$ cat src/hw/rtl/ors_pkg.sv
// Package for the overwriting ring store.
// Holds the operation and status codes and the cell-control codes shared with the cell.
// Depends on nothing.
package ors_pkg;

  localparam int MAX_ENTRIES_DEF = 16;
  localparam int ENTRY_WIDTH_DEF = 32;
  localparam int CFG_RESET       = 16;

  localparam int OP_W     = 3;
  localparam int POS_W    = 4;
  localparam int STATUS_W = 2;
  localparam int FILL_W   = 5;
  localparam int CFG_W    = 5;

  localparam logic [OP_W-1:0] OP_PUSH        = 3'd0;
  localparam logic [OP_W-1:0] OP_SET         = 3'd1;
  localparam logic [OP_W-1:0] OP_GET         = 3'd2;
  localparam logic [OP_W-1:0] OP_DELETE      = 3'd3;
  localparam logic [OP_W-1:0] OP_CLEAR       = 3'd4;
  localparam logic [OP_W-1:0] OP_DUMP_OLDEST = 3'd5;
  localparam logic [OP_W-1:0] OP_DUMP_NEWEST = 3'd6;

  localparam logic [STATUS_W-1:0] ST_OK    = 2'd0;
  localparam logic [STATUS_W-1:0] ST_RANGE = 2'd1;
  localparam logic [STATUS_W-1:0] ST_EMPTY = 2'd2;

  localparam logic [1:0] SRC_LOAD = 2'd0;
  localparam logic [1:0] SRC_UP   = 2'd1;
  localparam logic [1:0] SRC_DOWN = 2'd2;

  typedef struct packed {
    logic       en;
    logic [1:0] src;
  } cell_ctl_t;

endpackage

$ cat src/hw/rtl/ors_cell.sv
// One storage cell of the ring store chain.
// Holds one entry and takes a new value from the load bus or from a neighbor.
// Depends on ors_pkg.
module ors_cell #(
  parameter int ENTRY_WIDTH = ors_pkg::ENTRY_WIDTH_DEF
) (
  input  logic                   clk,
  input  ors_pkg::cell_ctl_t     ctl,
  input  logic [ENTRY_WIDTH-1:0] load_data,
  input  logic [ENTRY_WIDTH-1:0] up_data,
  input  logic [ENTRY_WIDTH-1:0] down_data,
  output logic [ENTRY_WIDTH-1:0] data_q
);
  import ors_pkg::*;

  logic [ENTRY_WIDTH-1:0] data_r;

  always_ff @(posedge clk) begin
    if (ctl.en) begin
      unique case (ctl.src)
        SRC_LOAD: data_r <= load_data;
        SRC_UP:   data_r <= up_data;
        SRC_DOWN: data_r <= down_data;
        default:  data_r <= data_r;
      endcase
    end
  end

  assign data_q = data_r;

endmodule

$ cat src/hw/rtl/overwriting_ring_store.sv
// Overwriting ring store: a chain of cells where cell k holds logical entry k, oldest at 0.
// Every op except a non-empty dump gives one result, registered in the cycle after acceptance.
// A dump of n entries rotates the chain once per beat and gives n beats, one per cycle while the output is not stalled.
// Throughput is one item per cycle while the output is not stalled; no new item is taken while a dump is in progress.
// Reset is synchronous and clears the count and control state; cell contents are not reset.
// Depends on ors_pkg and ors_cell.
module overwriting_ring_store #(
  parameter int ENTRY_WIDTH = ors_pkg::ENTRY_WIDTH_DEF
) (
  input  logic                          clk,
  input  logic                          rst_n,
  input  logic                          in_valid,
  output logic                          in_stall,
  input  logic [ors_pkg::OP_W-1:0]      in_op,
  input  logic [ors_pkg::POS_W-1:0]     in_position,
  input  logic [ENTRY_WIDTH-1:0]        in_entry_data,
  output logic                          out_valid,
  input  logic                          out_stall,
  output logic [ENTRY_WIDTH-1:0]        out_read_data,
  output logic [ors_pkg::POS_W-1:0]     out_read_position,
  output logic [ors_pkg::STATUS_W-1:0]  out_status,
  output logic [ors_pkg::FILL_W-1:0]    out_fill_count,
  output logic                          out_last,
  input  logic                          cfg_valid,
  output logic                          cfg_ready,
  input  logic [ors_pkg::CFG_W-1:0]     cfg_data
);
  import ors_pkg::*;

  localparam int MAX_ENTRIES = MAX_ENTRIES_DEF;
  localparam int CNT_W   = $clog2(MAX_ENTRIES + 1);
  localparam int IDX_W   = $clog2(MAX_ENTRIES);
  localparam int LEN_RST = (MAX_ENTRIES < CFG_RESET) ? MAX_ENTRIES : CFG_RESET;

  localparam logic ST_IDLE = 1'b0;
  localparam logic ST_DUMP = 1'b1;

  logic                   state_r;
  logic [CNT_W-1:0]       count_r;
  logic [CNT_W-1:0]       count_nxt;
  logic [CNT_W-1:0]       len_r;
  logic [CNT_W-1:0]       cfg_len;
  logic [CNT_W-1:0]       idx_r;
  logic                   dir_r;

  logic                   out_valid_r;
  logic [ENTRY_WIDTH-1:0] out_data_r;
  logic [POS_W-1:0]       out_pos_r;
  logic [STATUS_W-1:0]    out_status_r;
  logic [FILL_W-1:0]      out_fill_r;
  logic                   out_last_r;

  logic                   in_acc;
  logic                   out_free;
  logic                   cfg_wr;
  logic                   full;
  logic                   in_range;
  logic                   dump_step;
  logic                   dump_last;
  logic                   dump_start;
  logic [IDX_W-1:0]       rd_addr;
  logic [ENTRY_WIDTH-1:0] rd_data;
  logic [ENTRY_WIDTH-1:0] load_data;

  logic                   emit_v;
  logic [ENTRY_WIDTH-1:0] emit_data;
  logic [POS_W-1:0]       emit_pos;
  logic [STATUS_W-1:0]    emit_status;
  logic                   emit_last;

  logic [ENTRY_WIDTH-1:0] cell_q [MAX_ENTRIES];
  cell_ctl_t              cell_ctl [MAX_ENTRIES];

  assign out_free  = !out_valid_r || !out_stall;
  assign in_stall  = (state_r != ST_IDLE) || !out_free;
  assign in_acc    = in_valid && !in_stall;
  assign cfg_ready = (state_r == ST_IDLE);
  assign cfg_wr    = cfg_valid && cfg_ready;

  assign full      = (count_r == len_r);
  assign in_range  = 32'(in_position) < 32'(count_r);
  assign dump_step = (state_r == ST_DUMP) && out_free;
  assign dump_last = (idx_r == count_r - 1'b1);
  assign dump_start = in_acc && ((in_op == OP_DUMP_OLDEST) || (in_op == OP_DUMP_NEWEST))
                      && (count_r != '0);

  always_comb begin
    if (32'(cfg_data) > 32'(MAX_ENTRIES)) begin
      cfg_len = CNT_W'(MAX_ENTRIES);
    end else if (cfg_data == '0) begin
      cfg_len = CNT_W'(1);
    end else begin
      cfg_len = CNT_W'(cfg_data);
    end
  end

  always_comb begin
    if (state_r == ST_DUMP) begin
      rd_addr = dir_r ? IDX_W'(count_r - 1'b1) : '0;
    end else begin
      rd_addr = IDX_W'(in_position);
    end
  end

  assign rd_data   = cell_q[rd_addr];
  assign load_data = dump_step ? rd_data : in_entry_data;

  for (genvar k = 0; k < MAX_ENTRIES; k++) begin : g_cell
    logic [ENTRY_WIDTH-1:0] up_data;
    logic [ENTRY_WIDTH-1:0] down_data;

    if (k < MAX_ENTRIES - 1) begin : g_up
      assign up_data = cell_q[k+1];
    end else begin : g_up_end
      assign up_data = '0;
    end

    if (k > 0) begin : g_down
      assign down_data = cell_q[k-1];
    end else begin : g_down_end
      assign down_data = '0;
    end

    always_comb begin
      cell_ctl[k] = '{en: 1'b0, src: SRC_LOAD};
      if (dump_step) begin
        if (!dir_r) begin
          if (k + 1 < 32'(count_r)) begin
            cell_ctl[k] = '{en: 1'b1, src: SRC_UP};
          end else if (k + 1 == 32'(count_r)) begin
            cell_ctl[k] = '{en: 1'b1, src: SRC_LOAD};
          end
        end else begin
          if (k == 0) begin
            cell_ctl[k] = '{en: 1'b1, src: SRC_LOAD};
          end else if (k < 32'(count_r)) begin
            cell_ctl[k] = '{en: 1'b1, src: SRC_DOWN};
          end
        end
      end else if (in_acc) begin
        unique case (in_op)
          OP_PUSH: begin
            if (full) begin
              if (k + 1 < 32'(len_r)) begin
                cell_ctl[k] = '{en: 1'b1, src: SRC_UP};
              end else if (k + 1 == 32'(len_r)) begin
                cell_ctl[k] = '{en: 1'b1, src: SRC_LOAD};
              end
            end else if (k == 32'(count_r)) begin
              cell_ctl[k] = '{en: 1'b1, src: SRC_LOAD};
            end
          end
          OP_SET: begin
            if (in_range && (k == 32'(in_position))) begin
              cell_ctl[k] = '{en: 1'b1, src: SRC_LOAD};
            end
          end
          OP_DELETE: begin
            if (in_range && (k >= 32'(in_position)) && (k + 1 < 32'(count_r))) begin
              cell_ctl[k] = '{en: 1'b1, src: SRC_UP};
            end
          end
          default: begin
            cell_ctl[k] = '{en: 1'b0, src: SRC_LOAD};
          end
        endcase
      end
    end

    ors_cell #(
      .ENTRY_WIDTH(ENTRY_WIDTH)
    ) u_cell (
      .clk       (clk),
      .ctl       (cell_ctl[k]),
      .load_data (load_data),
      .up_data   (up_data),
      .down_data (down_data),
      .data_q    (cell_q[k])
    );
  end

  always_comb begin
    count_nxt = count_r;
    if (in_acc) begin
      unique case (in_op)
        OP_PUSH:   count_nxt = full ? count_r : count_r + 1'b1;
        OP_DELETE: count_nxt = in_range ? count_r - 1'b1 : count_r;
        OP_CLEAR:  count_nxt = '0;
        default:   count_nxt = count_r;
      endcase
    end
    if (cfg_wr && (cfg_len != len_r)) begin
      count_nxt = '0;
    end
  end

  always_comb begin
    emit_v      = 1'b0;
    emit_data   = '0;
    emit_pos    = '0;
    emit_status = ST_OK;
    emit_last   = 1'b1;
    if (dump_step) begin
      emit_v    = 1'b1;
      emit_data = rd_data;
      emit_pos  = dir_r ? POS_W'(count_r - 1'b1 - idx_r) : POS_W'(idx_r);
      emit_last = dump_last;
    end else if (in_acc) begin
      emit_v = 1'b1;
      unique case (in_op)
        OP_PUSH: begin
          emit_pos = POS_W'(count_nxt - 1'b1);
        end
        OP_SET, OP_DELETE: begin
          emit_pos    = in_position;
          emit_status = in_range ? ST_OK : ST_RANGE;
        end
        OP_GET: begin
          emit_pos    = in_position;
          emit_status = in_range ? ST_OK : ST_RANGE;
          emit_data   = in_range ? rd_data : '0;
        end
        OP_DUMP_OLDEST, OP_DUMP_NEWEST: begin
          emit_v      = (count_r == '0);
          emit_status = ST_EMPTY;
        end
        default: begin
          emit_pos = '0;
        end
      endcase
    end
  end

  always_ff @(posedge clk) begin
    if (!rst_n) begin
      state_r     <= ST_IDLE;
      count_r     <= '0;
      len_r       <= CNT_W'(LEN_RST);
      idx_r       <= '0;
      dir_r       <= 1'b0;
      out_valid_r <= 1'b0;
    end else begin
      count_r <= count_nxt;
      if (cfg_wr) begin
        len_r <= cfg_len;
      end
      if (out_free) begin
        out_valid_r <= emit_v;
      end
      if (dump_start) begin
        state_r <= ST_DUMP;
        idx_r   <= '0;
        dir_r   <= (in_op == OP_DUMP_NEWEST);
      end else if (dump_step) begin
        idx_r <= idx_r + 1'b1;
        if (dump_last) begin
          state_r <= ST_IDLE;
        end
      end
    end
  end

  always_ff @(posedge clk) begin
    if (out_free && emit_v) begin
      out_data_r   <= emit_data;
      out_pos_r    <= emit_pos;
      out_status_r <= emit_status;
      out_fill_r   <= FILL_W'(count_nxt);
      out_last_r   <= emit_last;
    end
  end

  assign out_valid         = out_valid_r;
  assign out_read_data     = out_data_r;
  assign out_read_position = out_pos_r;
  assign out_status        = out_status_r;
  assign out_fill_count    = out_fill_r;
  assign out_last          = out_last_r;

`ifndef SYNTHESIS
  a_count_le_len : assert property (@(posedge clk) disable iff (!rst_n)
    count_r <= len_r)
    else $error("entry count exceeds ring length");

  a_dump_nonempty : assert property (@(posedge clk) disable iff (!rst_n)
    (state_r == ST_DUMP) |-> ((count_r != '0) && (idx_r < count_r)))
    else $error("dump index outside the held entries");

  a_accept_result : assert property (@(posedge clk) disable iff (!rst_n)
    in_acc |=> (out_valid_r || (state_r == ST_DUMP)))
    else $error("accepted item produced neither a result nor a dump");

  a_dump_end_last : assert property (@(posedge clk) disable iff (!rst_n)
    (dump_step && dump_last) |=> (out_valid_r && out_last_r && (state_r == ST_IDLE)))
    else $error("final dump beat not marked last");
`endif

endmodule
$ cat config.mk
export PLATFORM = sky130hd
export DESIGN_NAME = overwriting_ring_store
export DESIGN_NICKNAME = d
export VERILOG_FILES = /design/src/hw/rtl/ors_pkg.sv /design/src/hw/rtl/ors_cell.sv /design/src/hw/rtl/overwriting_ring_store.sv
export SDC_FILE = /design/constraint.sdc
export NUM_CORES = 1
export LEC_CHECK = 0
export BUFFER_PORTS_ARGS = -buffer_cell sky130_fd_sc_hd__buf_2
export CAP_MARGIN = 20
export CORE_MARGIN = 5
export CORE_UTILIZATION = 40
export CTS_CLUSTER_SIZE = 28
export DETAILED_ROUTE_END_ITERATION = 8
export GPL_TIMING_DRIVEN = 0
export PLACE_DENSITY = 0.63
export SYNTH_ARGS = -nofsm -noshare
export SYNTH_HDL_FRONTEND = slang
export SYNTH_HIERARCHICAL = 1
export SYNTH_SLANG_ARGS = --single-unit
$ cat constraint.sdc
create_clock -name clk -period 4.99 [get_ports clk]
set_clock_uncertainty 0.2 [all_clocks]
set_input_delay 0.998 -clock clk [delete_from_list [all_inputs] [get_ports clk]]
set_output_delay 0.998 -clock clk [all_outputs]
set_load 0.01 [all_outputs]
==> results.yml <==
floorplan:
  start_util: 0.403
  pin_count: 96
  die-area_um2: 96600
  die_h_um: 311
  core_area_um2: 89900
  fp-row-count: 110
  dieWidth_um: 311
place:
  place.gp.congestion: 0.993
  hpwlAfterDp_um: 109000
  io_buffers: 95
  pre_cts_ws_ns: -0.775
logic_synthesis:
  ys_top_cells_by_count: "nand2_1, edfxtp_1, a22oi_1"
  ys_seq_area_frac: 0.471
  yosysTopAreaCellShare: 0.461
  yosysTopAreaCell: "edfxtp_1"
  synth.avg_cell_area_um2: 9.36
  synth_warnings: 6
  synth_seq_cells: 574
  synth_edf_count: 556
  netlist_area_um2: 36200
  synth_most_common_cell: "nand2_1"
  synth.area.top_cells: "edfxtp_1, a22oi_1, nand2_1, o21ai_1, a211oi_1"
  synth_cell_types: 82
  syn_inst: 3867
  synth_ff_type: "edfxtp_1"
  synth_async_sr_flop_share: 0
global_routing:
  antenna_found_initial: 0
  grt_pass1_vias: 30400
  track_usage: 0.264
  grt_max_degree: 33
  grt_overflow: 0
  grt_pass1_wl_um: 196000
clock_network:
  clk_pin_slew_ns: 0.06
  cts_tree: "yes"
  clk_path_buf_depth: 3
  clk_latency_ns: 0.63
  hold_buffers: 0
  htree_levels: 3
  clkSinkCount: 574
  cts_buffers: 69
  root_buffer: "clkbuf_16"
finish:
  utilization: 0.461
  nFillCells: 8516
  syn_to_final_growth_pct: 14.4
  final_nets: 4229
  layout-drive-gt1-share: 0.129
critical_path:
  arrival_ns: 5.24
  reg2reg_slack_ns: 0.03
  r2r_cells: 12
  worstSetupEndpointType: "register"
  start_kind: "register"
  r2r-start: "dir_r$_SDFFE_PN0P_"
  crit_type: "register to register"
  worst-endpoint-required_ns: 5.27
  worst-path-max-fanout: 16
  rr_endpoint: "g_cell[8].u_cell/data_q[20]$_DFFE_PP_"
routing:
  postRouteAntennaNets: 0
  first_pass_iters: 6
  wl_per_cell_um: 25.2
  vias: 32700
  post_drt_via_cell_ratio: 6.12
  drt-initial-drc-count: 4776
  drcViolationCount: 0
  routed_wl_um: 135000
power_and_ir_drop:
  power.density_nw_per_um2: 278
  peakVddDrop_v: 0.000205
  power_leakage_nw: 14.2
  fin_total_pwr_w: 0.0115
outcome:
  outcome: "finished clean"
timing:
  layout_setup_ws_ns: 0.0348
  fin_crit_sh: 0.993
  relSlewSlack: 0.230
  fin_crit_ns: 4.96
  worst_slew_pin_slew_ns: 1.14
  drv_slew: 0
  setup_violations: 0
  rsz0062_at_grt: "false"
  max_freq_ghz: 0.202
  finalHoldViolCount: 0
job:
  cap_violations: 0
min_path:
  hold_depth: 2
  hold_path.startpoint: "idx_r[1]$_SDFFE_PP0P_"
  holdPathEnd: "idx_r[1]$_SDFFE_PP0P_"
  hp-class: "register to register"
## area by class of cell
cell class                      instances  area [µm²]  area share
Buffer                                372        2480      0.0598
Inverter                               52         195     0.00472
Tap cell                             1176        1470      0.0355
Multi-Input combinational cell       2935       17200       0.416
Timing Repair Buffer                  114         792      0.0191
Clock inverter                         37         378     0.00913
Sequential cell                       574       17100       0.412
Antenna cell                            1        2.50   0.0000605
Clock buffer                           86        1810      0.0438
## placed cells by master, fill, tap and decap left out, types with 61 or more instances in the layout
| cell | synthesis | routed |
|---|---|---|
| a211oi_1 | 165 | 160 |
| a21oi_1 | 77 | 76 |
| a22oi_1 | 514 | 514 |
| a311oi_1 | 67 | 67 |
| a31oi_1 | 70 | 69 |
| and3_1 | 131 | 131 |
| buf_2 | 117 | 214 |
| clkbuf_1 | 143 | 144 |
| clkbuf_16 | 0 | 70 |
| conb_1 | 1 | 67 |
| edfxtp_1 | 556 | 556 |
| ha_1 | 61 | 61 |
| nand2_1 | 850 | 850 |
| nor2_1 | 94 | 94 |
| o21ai_0 | 95 | 63 |
| o21ai_1 | 468 | 467 |
## state kept, by name (all words and copies together), names as in the netlist, 2 cells and up
signal and flops:
count_r 5, g_cell.u_cell/data_q 512, idx_r 5, len_r 5, out_fill_count 5, out_read_data 32, out_read_position 4, out_status 2
## metal layers
metal	wire length [µm]	vias up	GRT usage
li1	-	15100	-
met1	59000	15500	0.399
met2	56200	1854	0.387
met3	14700	223	0.0398
met4	4800	0	0.0863
met5	0	-	0
## kinds of logic after synthesis
kind of cell,Yosys count,synth area share
other,1,0.000104
xor gates and xnor gates,19,0.00460
buffers and inverters,424,0.0730
DFF,574,0.471
AOI/OAI and AO/OA,1582,0.286
and+or+nand+nor,1201,0.142
muxes,4,0.00114
adders and majority gates,62,0.0216
## worst max-delay path, cell delays in order (launching register included)
cell and delay [ns]:
dfxtp_1 0.30, clkbuf_1 0.50, nand3b_1 0.39, nand2_1 0.43, clkbuf_2 0.53, clkbuf_1 0.43, a211oi_1 0.14, a311oi_1 0.53
a211oi_1 0.20, a21o_1 0.32, o21ai_4 0.58, nand2_1 0.14, o21ai_1 0.10
## where the power goes
part	leakage [nW]	internal, W	total, W	switching [W]
sequential	5.19	0.00533	0.00535	0.0000177
combinational	7.99	0.000364	0.00117	0.000803
clock	1.07	0.00286	0.00500	0.00214
## stage by stage
stage	cells	area [µm²]	hold WS, ns	setup TNS [ns]
floorplan	3933	36400	0.278	0
detailed placement	5217	38800	0.333	-274.46
global placement	5204	38400	0.318	-1484.50
finish	5347	41400	0.348	0
CTS	5341	41200	0.349	0
global route	5346	41400	0.372	0
## what timing repair did
item | CTS | global route
hold endpoints to repair | 0 | 0
pin swaps | 1 | 3
setup endpoints to repair | 513 | 518
resized for setup | 36 | 25
setup buffers | 1 | 3
## how the worst max path moves through the flow
stage	startpoint	slack [ns]	cells after the start	end
2_1_floorplan	in_position[2]	0.13	9	g_cell[0].u_cell/data_q[0]$_DFFE_PP_
3_3_place_gp	count_r[2]$_SDFF_PN0_	-2.36	5	out_read_data[4]$_DFFE_PP_
3_5_place_dp	in_position[0]	-0.77	13	g_cell[0].u_cell/data_q[31]$_DFFE_PP_
4_1_cts	count_r[1]$_SDFF_PN0_	0.006	13	g_cell[0].u_cell/data_q[11]$_DFFE_PP_
5_1_grt	count_r[1]$_SDFF_PN0_	0.003	16	g_cell[0].u_cell/data_q[31]$_DFFE_PP_
6_report	dir_r$_SDFFE_PN0P_	0.03	12	g_cell[8].u_cell/data_q[20]$_DFFE_PP_
Power figures use the tool's default switching activity.
